`src/civd_pkg.sv`:
```
// ----------------------------------------------------------------------------
// civd_pkg
// Shared widths, calendar constants, stage payload types and helper functions
// for the day count to civil date pipeline.
// ----------------------------------------------------------------------------
package civd_pkg;

  localparam int DAY_BITS = 24;

  localparam int ERA_DAYS      = 146097;
  localparam int ERA_LAST_DAY  = 146096;
  localparam int MARCH_SHIFT   = 719468;
  localparam int DAYS_4Y       = 1460;
  localparam int DAYS_100Y     = 36524;
  localparam int DAYS_YEAR     = 365;
  localparam int WD_OFFSET     = 3;
  localparam int YEAR_OF_ERA   = 400;

  // biased day count stays non-negative and below 2**ZP_BITS
  localparam int ZP_BITS   = DAY_BITS + 1;
  localparam int QB_BITS   = ZP_BITS - 17;
  localparam int ERA_BITS  = QB_BITS + 1;
  localparam int ERA_BIAS  = (2 ** (DAY_BITS - 1)) / ERA_DAYS + 1;
  localparam longint unsigned Z_BIAS =
    longint'(MARCH_SHIFT) + longint'(ERA_BIAS) * longint'(ERA_DAYS);
  localparam longint unsigned ERA_RECIP = (64'd1 << ZP_BITS) / 64'd146097;

  localparam int YEAR_BITS = (ERA_BITS + 10 > 16) ? ERA_BITS + 10 : 16;

  localparam int DOE_BITS  = 18;
  localparam int DIV_SHIFT = 18;
  localparam int A1_BITS   = 8;
  localparam int A2_BITS   = 3;
  localparam int R365_BITS = 10;
  localparam int YOE_BITS  = 9;
  localparam int DOY_BITS  = 9;
  localparam int MP_BITS   = 4;

  localparam int R1460  = (2 ** DIV_SHIFT) / DAYS_4Y;
  localparam int R36524 = (2 ** DIV_SHIFT) / DAYS_100Y;
  localparam int R365   = (2 ** DIV_SHIFT) / DAYS_YEAR;

  // yoe / 100 for yoe below 400
  localparam int Q100_MUL   = 41;
  localparam int Q100_SHIFT = 12;

  localparam int M7_IN_BITS = ZP_BITS + 1;
  localparam int M7_CHUNKS  = (M7_IN_BITS + 2) / 3;

  localparam int MP_JANUARY = 10;

  typedef struct packed {
    logic [DOE_BITS-1:0] doe;
    logic [ERA_BITS-1:0] era;
    logic [2:0]          wd;
  } era_t;

  typedef struct packed {
    logic [DOY_BITS-1:0]  doy;
    logic [YEAR_BITS-1:0] year_base;
    logic [2:0]           wd;
  } yoe_t;

  typedef struct packed {
    logic [15:0] year;
    logic [3:0]  month;
    logic [4:0]  dom;
    logic [2:0]  wd;
  } res_t;

  function automatic logic [2:0] mod7(input logic [M7_IN_BITS-1:0] x);
    logic [M7_CHUNKS*3-1:0] xp;
    logic [6:0]             s1;
    logic [3:0]             s2;
    logic [3:0]             s3;
    xp = (M7_CHUNKS*3)'(x);
    s1 = '0;
    for (int i = 0; i < M7_CHUNKS; i++) begin
      s1 = s1 + 7'(xp[3*i +: 3]);
    end
    s2 = 4'(s1[2:0]) + 4'(s1[5:3]) + 4'(s1[6]);
    s3 = 4'(s2[2:0]) + 4'(s2[3]);
    return (s3 >= 4'd7) ? 3'(s3 - 4'd7) : s3[2:0];
  endfunction

  // first day of each March-based month
  function automatic logic [DOY_BITS-1:0] month_start(input logic [MP_BITS-1:0] mp);
    logic [DOY_BITS-1:0] s;
    case (mp)
      4'd0:    s = 9'd0;
      4'd1:    s = 9'd31;
      4'd2:    s = 9'd61;
      4'd3:    s = 9'd92;
      4'd4:    s = 9'd122;
      4'd5:    s = 9'd153;
      4'd6:    s = 9'd184;
      4'd7:    s = 9'd214;
      4'd8:    s = 9'd245;
      4'd9:    s = 9'd275;
      4'd10:   s = 9'd306;
      4'd11:   s = 9'd337;
      default: s = 9'd0;
    endcase
    return s;
  endfunction

endpackage

```
`src/civd_era.sv`:
```
// ----------------------------------------------------------------------------
// civd_era
// Stages 1-4: bias the day count, split it into era and day of era by
// reciprocal multiply with one correction step, and derive the weekday.
// ----------------------------------------------------------------------------
module civd_era import civd_pkg::*; (
  input  logic                clk_i,
  input  logic                rst_ni,
  input  logic                en_i,
  input  logic                valid_i,
  input  logic [DAY_BITS-1:0] day_i,
  output logic                valid_o,
  output era_t                data_o
);

  logic [3:0] v_q;

  logic [ZP_BITS-1:0] zp1_q, zp2_q, zp3_q;
  logic [ZP_BITS-1:0] zp1_d;
  logic [QB_BITS-1:0] q2_q, q3_q;
  logic [QB_BITS-1:0] q2_d;
  logic [2:0]         wd2_q, wd3_q;
  logic [2:0]         wd2_d;
  logic [ZP_BITS-1:0] prod3_q, prod3_d;
  era_t               out_q, out_d;

  logic [ZP_BITS+QB_BITS-1:0] eprod;
  logic [ZP_BITS-1:0]         rem;
  logic                       fix;
  logic [QB_BITS-1:0]         q4;

  assign zp1_d = {day_i[DAY_BITS-1], day_i} + ZP_BITS'(Z_BIAS);

  assign eprod = (ZP_BITS+QB_BITS)'(zp1_q) * (ZP_BITS+QB_BITS)'(ERA_RECIP);
  assign q2_d  = eprod[ZP_BITS+QB_BITS-1:ZP_BITS];
  assign wd2_d = mod7(M7_IN_BITS'(zp1_q) + M7_IN_BITS'(WD_OFFSET));

  assign prod3_d = ZP_BITS'(q2_q) * ZP_BITS'(ERA_DAYS);

  always_comb begin
    rem = zp3_q - prod3_q;
    fix = (rem >= ZP_BITS'(ERA_DAYS));
    q4  = q3_q + QB_BITS'(fix);
    out_d.doe = fix ? DOE_BITS'(rem - ZP_BITS'(ERA_DAYS)) : DOE_BITS'(rem);
    out_d.era = ERA_BITS'(q4) - ERA_BITS'(ERA_BIAS);
    out_d.wd  = wd3_q;
  end

  always_ff @(posedge clk_i or negedge rst_ni) begin
    if (!rst_ni) begin
      v_q <= '0;
    end else if (en_i) begin
      v_q <= {v_q[2:0], valid_i};
    end
  end

  always_ff @(posedge clk_i) begin
    if (en_i) begin
      zp1_q   <= zp1_d;
      zp2_q   <= zp1_q;
      q2_q    <= q2_d;
      wd2_q   <= wd2_d;
      zp3_q   <= zp2_q;
      q3_q    <= q2_q;
      wd3_q   <= wd2_q;
      prod3_q <= prod3_d;
      out_q   <= out_d;
    end
  end

  assign valid_o = v_q[3];
  assign data_o  = out_q;

endmodule

```
`src/civd_yoe.sv`:
```
// ----------------------------------------------------------------------------
// civd_yoe
// Stages 5-10: year of era from day of era, then day of the March-based
// year and the year before the January/February adjustment.
// ----------------------------------------------------------------------------
module civd_yoe import civd_pkg::*; (
  input  logic clk_i,
  input  logic rst_ni,
  input  logic en_i,
  input  logic valid_i,
  input  era_t data_i,
  output logic valid_o,
  output yoe_t data_o
);

  logic [5:0] v_q;

  logic [DOE_BITS-1:0]  doe5_q, doe6_q, doe7_q, doe8_q, doe9_q;
  logic [YEAR_BITS-1:0] y5_q, y6_q, y7_q, y8_q, y9_q;
  logic [2:0]           wd5_q, wd6_q, wd7_q, wd8_q, wd9_q;
  logic [A1_BITS-1:0]   a1e_q, a1_q, a1_d;
  logic [A2_BITS-1:0]   a2e_q, a2_q, a2_d;
  logic                 b_q, b_d;
  logic [DOE_BITS-1:0]  n7_q, n8_q, n7_d;
  logic [YOE_BITS-1:0]  ye_q, ye_d, yoe_q, yoe_d;
  yoe_t                 out_q, out_d;

  logic [DOE_BITS+A1_BITS-1:0]   p1;
  logic [DOE_BITS+A2_BITS-1:0]   p2;
  logic [YEAR_BITS-1:0]          yb;
  logic [YEAR_BITS-1:0]          era400_d;
  logic [DOE_BITS-1:0]           r1, r2, r9;
  logic [DOE_BITS+R365_BITS-1:0] p365;
  logic [15:0]                   p100;
  logic [1:0]                    q100;

  always_comb begin
    p1 = (DOE_BITS+A1_BITS)'(data_i.doe) * (DOE_BITS+A1_BITS)'(R1460);
    p2 = (DOE_BITS+A2_BITS)'(data_i.doe) * (DOE_BITS+A2_BITS)'(R36524);
    yb = {{(YEAR_BITS-ERA_BITS){data_i.era[ERA_BITS-1]}}, data_i.era};
    era400_d = YEAR_BITS'(yb * YEAR_BITS'(YEAR_OF_ERA));
  end

  always_comb begin
    r1   = doe5_q - DOE_BITS'(a1e_q) * DOE_BITS'(DAYS_4Y);
    r2   = doe5_q - DOE_BITS'(a2e_q) * DOE_BITS'(DAYS_100Y);
    a1_d = a1e_q + A1_BITS'(r1 >= DOE_BITS'(DAYS_4Y));
    a2_d = a2e_q + A2_BITS'(r2 >= DOE_BITS'(DAYS_100Y));
    b_d  = (doe5_q == DOE_BITS'(ERA_LAST_DAY));
  end

  assign n7_d = doe6_q - DOE_BITS'(a1_q) + DOE_BITS'(a2_q) - DOE_BITS'(b_q);

  assign p365 = (DOE_BITS+R365_BITS)'(n7_q) * (DOE_BITS+R365_BITS)'(R365);
  assign ye_d = p365[DIV_SHIFT+YOE_BITS-1:DIV_SHIFT];

  always_comb begin
    r9    = n8_q - DOE_BITS'(ye_q) * DOE_BITS'(DAYS_YEAR);
    yoe_d = ye_q + YOE_BITS'(r9 >= DOE_BITS'(DAYS_YEAR));
  end

  always_comb begin
    p100 = 16'(yoe_q) * 16'(Q100_MUL);
    q100 = p100[Q100_SHIFT+1:Q100_SHIFT];
    out_d.doy = DOY_BITS'(doe9_q - DOE_BITS'(yoe_q) * DOE_BITS'(DAYS_YEAR)
                          - DOE_BITS'(yoe_q[YOE_BITS-1:2]) + DOE_BITS'(q100));
    out_d.year_base = y9_q + YEAR_BITS'(yoe_q);
    out_d.wd = wd9_q;
  end

  always_ff @(posedge clk_i or negedge rst_ni) begin
    if (!rst_ni) begin
      v_q <= '0;
    end else if (en_i) begin
      v_q <= {v_q[4:0], valid_i};
    end
  end

  always_ff @(posedge clk_i) begin
    if (en_i) begin
      doe5_q <= data_i.doe;
      y5_q   <= era400_d;
      wd5_q  <= data_i.wd;
      a1e_q  <= p1[DIV_SHIFT+A1_BITS-1:DIV_SHIFT];
      a2e_q  <= p2[DIV_SHIFT+A2_BITS-1:DIV_SHIFT];

      doe6_q <= doe5_q;
      y6_q   <= y5_q;
      wd6_q  <= wd5_q;
      a1_q   <= a1_d;
      a2_q   <= a2_d;
      b_q    <= b_d;

      doe7_q <= doe6_q;
      y7_q   <= y6_q;
      wd7_q  <= wd6_q;
      n7_q   <= n7_d;

      doe8_q <= doe7_q;
      y8_q   <= y7_q;
      wd8_q  <= wd7_q;
      n8_q   <= n7_q;
      ye_q   <= ye_d;

      doe9_q <= doe8_q;
      y9_q   <= y8_q;
      wd9_q  <= wd8_q;
      yoe_q  <= yoe_d;

      out_q  <= out_d;
    end
  end

  assign valid_o = v_q[5];
  assign data_o  = out_q;

endmodule

```
`src/civd_month.sv`:
```
// ----------------------------------------------------------------------------
// civd_month
// Stages 11-12: month of the March-based year by compare against month
// starts, then civil month, day of month and adjusted year.
// ----------------------------------------------------------------------------
module civd_month import civd_pkg::*; (
  input  logic clk_i,
  input  logic rst_ni,
  input  logic en_i,
  input  logic valid_i,
  input  yoe_t data_i,
  output logic valid_o,
  output res_t data_o
);

  logic [1:0] v_q;

  logic [MP_BITS-1:0]   mp_q, mp_d;
  logic [DOY_BITS-1:0]  doy_q;
  logic [YEAR_BITS-1:0] yb_q;
  logic [2:0]           wd_q;
  res_t                 out_q, out_d;

  logic                 jan_feb;
  logic [YEAR_BITS-1:0] year_full;

  always_comb begin
    mp_d = '0;
    for (int k = 1; k < 12; k++) begin
      mp_d = mp_d + MP_BITS'(data_i.doy >= month_start(MP_BITS'(k)));
    end
  end

  always_comb begin
    jan_feb   = (mp_q >= MP_BITS'(MP_JANUARY));
    year_full = yb_q + YEAR_BITS'(jan_feb);
    out_d.year  = year_full[15:0];
    out_d.month = jan_feb ? 4'(mp_q - MP_BITS'(9)) : 4'(mp_q + MP_BITS'(3));
    out_d.dom   = 5'(doy_q - month_start(mp_q) + DOY_BITS'(1));
    out_d.wd    = wd_q;
  end

  always_ff @(posedge clk_i or negedge rst_ni) begin
    if (!rst_ni) begin
      v_q <= '0;
    end else if (en_i) begin
      v_q <= {v_q[0], valid_i};
    end
  end

  always_ff @(posedge clk_i) begin
    if (en_i) begin
      mp_q  <= mp_d;
      doy_q <= data_i.doy;
      yb_q  <= data_i.year_base;
      wd_q  <= data_i.wd;
      out_q <= out_d;
    end
  end

  assign valid_o = v_q[1];
  assign data_o  = out_q;

endmodule

```
`src/civd_skid.sv`:
```
// ----------------------------------------------------------------------------
// civd_skid
// Output register with one skid entry; holds the pipeline while the skid
// entry is occupied.
// ----------------------------------------------------------------------------
module civd_skid import civd_pkg::*; (
  input  logic clk_i,
  input  logic rst_ni,
  input  logic pipe_valid_i,
  input  res_t pipe_data_i,
  output logic en_o,
  output logic out_valid_o,
  output res_t out_data_o,
  input  logic out_stall_i
);

  logic out_valid_q, skid_valid_q;
  res_t out_q, skid_q;
  logic incoming, out_free;

  assign en_o     = !skid_valid_q;
  assign incoming = pipe_valid_i && en_o;
  assign out_free = !out_valid_q || !out_stall_i;

  always_ff @(posedge clk_i or negedge rst_ni) begin
    if (!rst_ni) begin
      out_valid_q  <= 1'b0;
      skid_valid_q <= 1'b0;
    end else if (skid_valid_q) begin
      if (out_free) begin
        out_valid_q  <= 1'b1;
        skid_valid_q <= 1'b0;
      end
    end else if (incoming) begin
      if (out_free) begin
        out_valid_q <= 1'b1;
      end else begin
        skid_valid_q <= 1'b1;
      end
    end else if (out_free) begin
      out_valid_q <= 1'b0;
    end
  end

  always_ff @(posedge clk_i) begin
    if (skid_valid_q) begin
      if (out_free) begin
        out_q <= skid_q;
      end
    end else if (incoming) begin
      if (out_free) begin
        out_q <= pipe_data_i;
      end else begin
        skid_q <= pipe_data_i;
      end
    end
  end

  assign out_valid_o = out_valid_q;
  assign out_data_o  = out_q;

  a_skid_implies_out: assert property (@(posedge clk_i) disable iff (!rst_ni)
    skid_valid_q |-> out_valid_q)
    else $error("skid entry held without an output transaction");

  a_held_out_kept: assert property (@(posedge clk_i) disable iff (!rst_ni)
    (out_valid_q && out_stall_i) |=> out_valid_q)
    else $error("stalled output transaction dropped");

  a_overflow_to_skid: assert property (@(posedge clk_i) disable iff (!rst_ni)
    (incoming && out_valid_q && out_stall_i) |=> (skid_valid_q && $stable(out_q)))
    else $error("incoming transaction not parked in skid entry");

  a_skid_drains: assert property (@(posedge clk_i) disable iff (!rst_ni)
    (skid_valid_q && !out_stall_i) |=> (!skid_valid_q && out_valid_q))
    else $error("skid entry not moved to output");

endmodule

```
`src/days_to_civil_date.sv`:
```
// ----------------------------------------------------------------------------
// days_to_civil_date
// Converts a signed day count since 1970-01-01 into proleptic Gregorian
// year, month, day of month and weekday (0 is Sunday).
//
//   channel   signals                                     direction
//   input     in_valid_i, in_stall_o, day_number_i        in
//   output    out_valid_o, out_stall_i, year_o, month_o,  out
//             day_of_month_o, weekday_o
//
// One transaction per cycle while the skid entry is empty; from accept to output
// valid there are 12 pipeline stages, then the output register.
// Stage depth is set by the era split and the constant reciprocal multiplies.
// Reset clears only the valid bits of stages and output buffer.
// A stalled output parks one result in the skid entry, which then holds the
// pipeline until the output side takes a transaction.
// ----------------------------------------------------------------------------
module days_to_civil_date import civd_pkg::*; (
  input  logic                clk_i,
  input  logic                rst_ni,
  input  logic                in_valid_i,
  output logic                in_stall_o,
  input  logic [DAY_BITS-1:0] day_number_i,
  output logic                out_valid_o,
  input  logic                out_stall_i,
  output logic [15:0]         year_o,
  output logic [3:0]          month_o,
  output logic [4:0]          day_of_month_o,
  output logic [2:0]          weekday_o
);

  logic en;
  logic era_valid, yoe_valid, res_valid;
  era_t era_data;
  yoe_t yoe_data;
  res_t res_data, out_data;

  assign in_stall_o = !en;

  civd_era u_era (
    .clk_i   (clk_i),
    .rst_ni  (rst_ni),
    .en_i    (en),
    .valid_i (in_valid_i),
    .day_i   (day_number_i),
    .valid_o (era_valid),
    .data_o  (era_data)
  );

  civd_yoe u_yoe (
    .clk_i   (clk_i),
    .rst_ni  (rst_ni),
    .en_i    (en),
    .valid_i (era_valid),
    .data_i  (era_data),
    .valid_o (yoe_valid),
    .data_o  (yoe_data)
  );

  civd_month u_month (
    .clk_i   (clk_i),
    .rst_ni  (rst_ni),
    .en_i    (en),
    .valid_i (yoe_valid),
    .data_i  (yoe_data),
    .valid_o (res_valid),
    .data_o  (res_data)
  );

  civd_skid u_skid (
    .clk_i        (clk_i),
    .rst_ni       (rst_ni),
    .pipe_valid_i (res_valid),
    .pipe_data_i  (res_data),
    .en_o         (en),
    .out_valid_o  (out_valid_o),
    .out_data_o   (out_data),
    .out_stall_i  (out_stall_i)
  );

  assign year_o         = out_data.year;
  assign month_o        = out_data.month;
  assign day_of_month_o = out_data.dom;
  assign weekday_o      = out_data.wd;

endmodule
```
`config.mk`:
```
export PLATFORM = sky130hd
export DESIGN_NAME = days_to_civil_date
export DESIGN_NICKNAME = d
export VERILOG_FILES = /design/src/civd_pkg.sv /design/src/civd_era.sv /design/src/civd_yoe.sv /design/src/civd_month.sv /design/src/civd_skid.sv /design/src/days_to_civil_date.sv
export SDC_FILE = /design/constraint.sdc
export NUM_CORES = 2
export LEC_CHECK = 0
export BUFFER_PORTS_ARGS = -buffer_cell sky130_fd_sc_hd__buf_2
export CAP_MARGIN = 20
export CORE_MARGIN = 3
export CORE_UTILIZATION = 48
export CTS_BUF_LIST = sky130_fd_sc_hd__clkbuf_16
export DETAILED_ROUTE_END_ITERATION = 16
export GPL_ROUTABILITY_DRIVEN = 0
export PLACE_DENSITY = 0.62
export SLEW_MARGIN = 20
export SYNTH_ARGS = -nofsm -noshare
export SYNTH_HDL_FRONTEND = slang
export SYNTH_SLANG_ARGS = --single-unit
```
`constraint.sdc`:
```
create_clock -name clk_i -period 14.86 [get_ports clk_i]
set_input_delay 0.743 -clock clk_i [delete_from_list [all_inputs] [get_ports clk_i]]
set_output_delay 0.743 -clock clk_i [all_outputs]
set_load 0.01 [all_outputs]
```
==> key figures <==
Yosys
  – Number of enable-type register cells in the synthesized netlist: 503
  – Syn_area_per_cell: 11.87 um^2
  – Cell area after synthesis: 41440 um^2
  – Post-synthesis async set-or-reset flop share: 0.02682
  – Number of warning messages in the yosys log: 0
  – Cell count after synthesis: 3492
  – Proportion of synthesized chip area in sequential cells: 0.3754
  – Number of synthesized register bits: 522
  – Most used flip-flop cell after synthesis: edfxtp_1
  – Count of unique library cells instantiated by Yosys: 78
  – Syn nets: 4490

Timing
  – Post-route clock period utilization: 0.5149
  – Final hold vios: 0
  – Slew HR: 0.3283
  – Achievable clock frequency: 130.7 MHz
  – Aggregate negative setup slack: 0 ns
  – RSZ-0062 raised after global routing: false
  – Slew Limit Fails: 0
  – Worst-case clock skew: 0.06599 ns
  – Tightest Pin Transition: 1.008 ns
  – # setup viols final: 0
  – Final Critical Period: 7.652 ns

Place
  – Area after DPL: 43130 um^2
  – HPWL after detailed placement: 59910 um
  – Placed cells: 4676
  – Quantity of I/O buffers inserted on ports: 57

Run status
  – Result of the run: completed

Die
  – Die Y: 299.8 um
  – Floorplan Core Area: 85410 um^2
  – Effective utilization at floorplan: 0.4851
  – Standard-cell row count: 107
  – Number of top-level pins: 58
  – Width of the chip: 299.8 um
  – Area enclosed by the die boundary: 89890 um^2

Detailed routing
  – Number of DRC violations after detailed routing: 0
  – Via total after detailed routing: 24220
  – Routed Antenna Nets: 0
  – Total Routed Length: 75870 um
  – Via density per instance: 5.065
  – Length of the first detailed-routing pass in iterations: 5
  – Wirelength per Cell: 15.86 um
  – Violation count after the first detailed-routing iteration: 1181

Clock network
  – Worst-skew pair later-pin latency: 0.65 ns
  – TritonCTS clock tree: built
  – Maximum clock path buffer count: 3
  – Maximum level of the CTS H-tree: 2
  – Clock-pin slew on the worst setup and hold paths: 0.06 ns
  – CTS Root Buffer Type: clkbuf_16
  – Inserted Clock Buffers: 57
  – Sink count of the clock tree: 522

Worst setup path
  – Worst Path Required: 15.26 ns
  – Endpoint kind of the worst setup timing path: flip-flop
  – Element type at the critical path start: flip-flop
  – Critical-path maximum fanout: 7
  – Cell family with the largest share of critical-path delay: adder cells
  – Data arrival time at the worst-slack endpoint: 8.05 ns
  – Critical path class: flip-flop to flip-flop
  – Slowest cell delay on critical path: 0.54 ns
  – Worst path buffer plus inverter count: 4
  – Cell with the largest stage delay on the worst path: fa_1

Final layout
  – Leading cell type in the layout, fill and taps excluded: inv_1
  – Final core area utilization: 0.5260
  – Post-Layout Cell Count: 4783
  – Layout overhead on the synthesized area: 8.419%
  – Most frequent cells in the layout: inv_1, ha_1, edfxtp_1
  – Net count, final: 4591
  – Fraction of final layout cells with drive strength greater than 1: 0.06102
  – Final standard cell area without fillers: 44920 um^2

Flow run
  – Count of maximum capacitance violations: 0

Global routing
  – Overflow after GRT: 0
  – Maximum number of pins on one net before global-route repair: 90
  – Wire length of the first global-routing pass: 127000 um
  – Global routing usage summed across all routing layers: 0.1748
  – Number of antenna violations at the first check in global routing: 0
  – Number of global-route vias before repair: 24810

Min path
  – Class of the worst hold path: primary input to flip-flop
[routing by layer]
metal  up-vias  wire length (um)  global-route usage
met5         -                 0                   0
met4         0              1632             0.04310
met3        92              1920             0.01935
met2       258             37490              0.3064
met1     11700             34830              0.2325
li1      12170                 -                   -
[logic make-up after synthesis]
kind of cell | after synthesis | synth area share
muxes | 57 | 0.01510
xor gates and xnor gates | 263 | 0.05592
and+or+nand+nor | 525 | 0.06305
AOI/OAI and AO/OA | 464 | 0.07467
adders and majority gates | 970 | 0.3531
DFF | 522 | 0.3754
buffers and inverters | 691 | 0.06281
[worst paths after layout]
kind,cells after the start,end,start,slack (ns)
worst max register to register,31,u_era.wd2_q[1]$_DFFE_PN_,u_era.zp1_q[1]$_DFFE_PN_,7.21
worst min-delay path,2,u_era.v_q[0]$_DFFE_PN0N_,in_valid_i,0.34
max in group asynchronous,2,u_skid.skid_valid_q$_DFF_PN0_,rst_ni,14.07
worst min register to register,0,u_yoe.y8_q[10]$_DFFE_PN_,u_yoe.y7_q[10]$_DFFE_PN_,0.41
min in group asynchronous,2,u_skid.out_valid_o$_DFFE_PN0P_,rst_ni,0.52
worst max-delay path,31,u_era.wd2_q[1]$_DFFE_PN_,u_era.zp1_q[1]$_DFFE_PN_,7.21
[worst reg2reg max path, delay by kind of cell (launching register included)]
family                   cells  cell delay, ns
flip-flops                   1            0.52
buffers and inverters        4            0.27
AO/OA/AOI/OAI                7            1.30
XOR/XNOR                     1            0.14
multiplexers                 1            0.36
adder cells (fa/ha/maj)     10            3.49
AND/OR/NAND/NOR              8            1.35
[registers in the layout (all words and copies together) (netlist names), 12 cells and up, named ones only]
name and cells:
u_skid.out_data_o 28, u_yoe.n7_q 18, u_month.data_o 28, u_month.yb_q 16
u_yoe.data_o 28, u_yoe.doe6_q 18, u_era.prod3_q 25, u_era.zp3_q 25
u_yoe.y6_q 12, u_era.zp1_q 25, u_era.data_o 30, u_yoe.y7_q 12
u_yoe.n8_q 18, u_yoe.doe5_q 18, u_era.zp2_q 25, u_yoe.y5_q 12
u_skid.skid_q 28, u_yoe.y8_q 12, u_yoe.y9_q 12
[repair_timing]
action,4_1_cts,5_1_grt
hold buffers,1,0
buffers inserted,0,0
endpoints found under the hold margin,14,0
gates resized for setup,0,0
[stage by stage]
stage               hold WS (ns)  setup slack (ns)
floorplan                 0.4003             2.658
global placement          0.4005             7.310
detailed placement        0.4045             7.213
CTS                       0.2725             7.224
global route              0.2992             6.603
finish                    0.3355             7.208
[final cells by class]
cell class                      instances  area (um^2)
Antenna cell                            1        2.502
Clock buffer                           57         1426
Clock inverter                         47        350.3
Fill cell                            7458        40490
Inverter                              666         2507
Multi-Input combinational cell       2279        23290
Sequential cell                       522        15560
Tap cell                             1144         1431
Timing Repair Buffer                   67        362.8
[cells in the mapped netlist, types with 6 or more instances]
library cell | instances | area (um^2)
inv_1 | 666 | 2500
ha_1 | 638 | 7983
edfxtp_1 | 503 | 15100
fa_1 | 332 | 6646
xnor2_1 | 191 | 1673
nor2_1 | 130 | 488.0
a21oi_1 | 116 | 580.6
nand2_1 | 111 | 416.7
o21ai_0 | 90 | 450.4
xor2_1 | 71 | 621.9
a21o_1 | 57 | 427.9
nand3_1 | 49 | 245.2
nor3_1 | 48 | 240.2
mux2_2 | 44 | 495.5
nor2b_1 | 40 | 250.2
o21a_1 | 27 | 202.7
or3_1 | 26 | 162.7
a31oi_1 | 24 | 150.1
and3_1 | 23 | 143.9
nand2b_1 | 22 | 137.6
nand4_1 | 22 | 137.6
clkbuf_1 | 21 | 78.83
o21bai_1 | 17 | 127.6
a211oi_1 | 16 | 120.1
o211ai_1 | 15 | 112.6
dfrtp_1 | 14 | 350.3
mux2i_1 | 13 | 130.1
o31ai_1 | 13 | 97.59
a21boi_0 | 10 | 75.07
and2_1 | 10 | 62.56
nor4_1 | 9 | 56.30
o31a_1 | 9 | 78.83
or2_2 | 9 | 56.30
a31o_2 | 8 | 70.07
a211o_1 | 6 | 52.55
nor3b_1 | 6 | 45.04
Power is left out: the tool's default activity adds up to more than one toggle a clock period on the data nets, which glitch-free logic cannot reach.
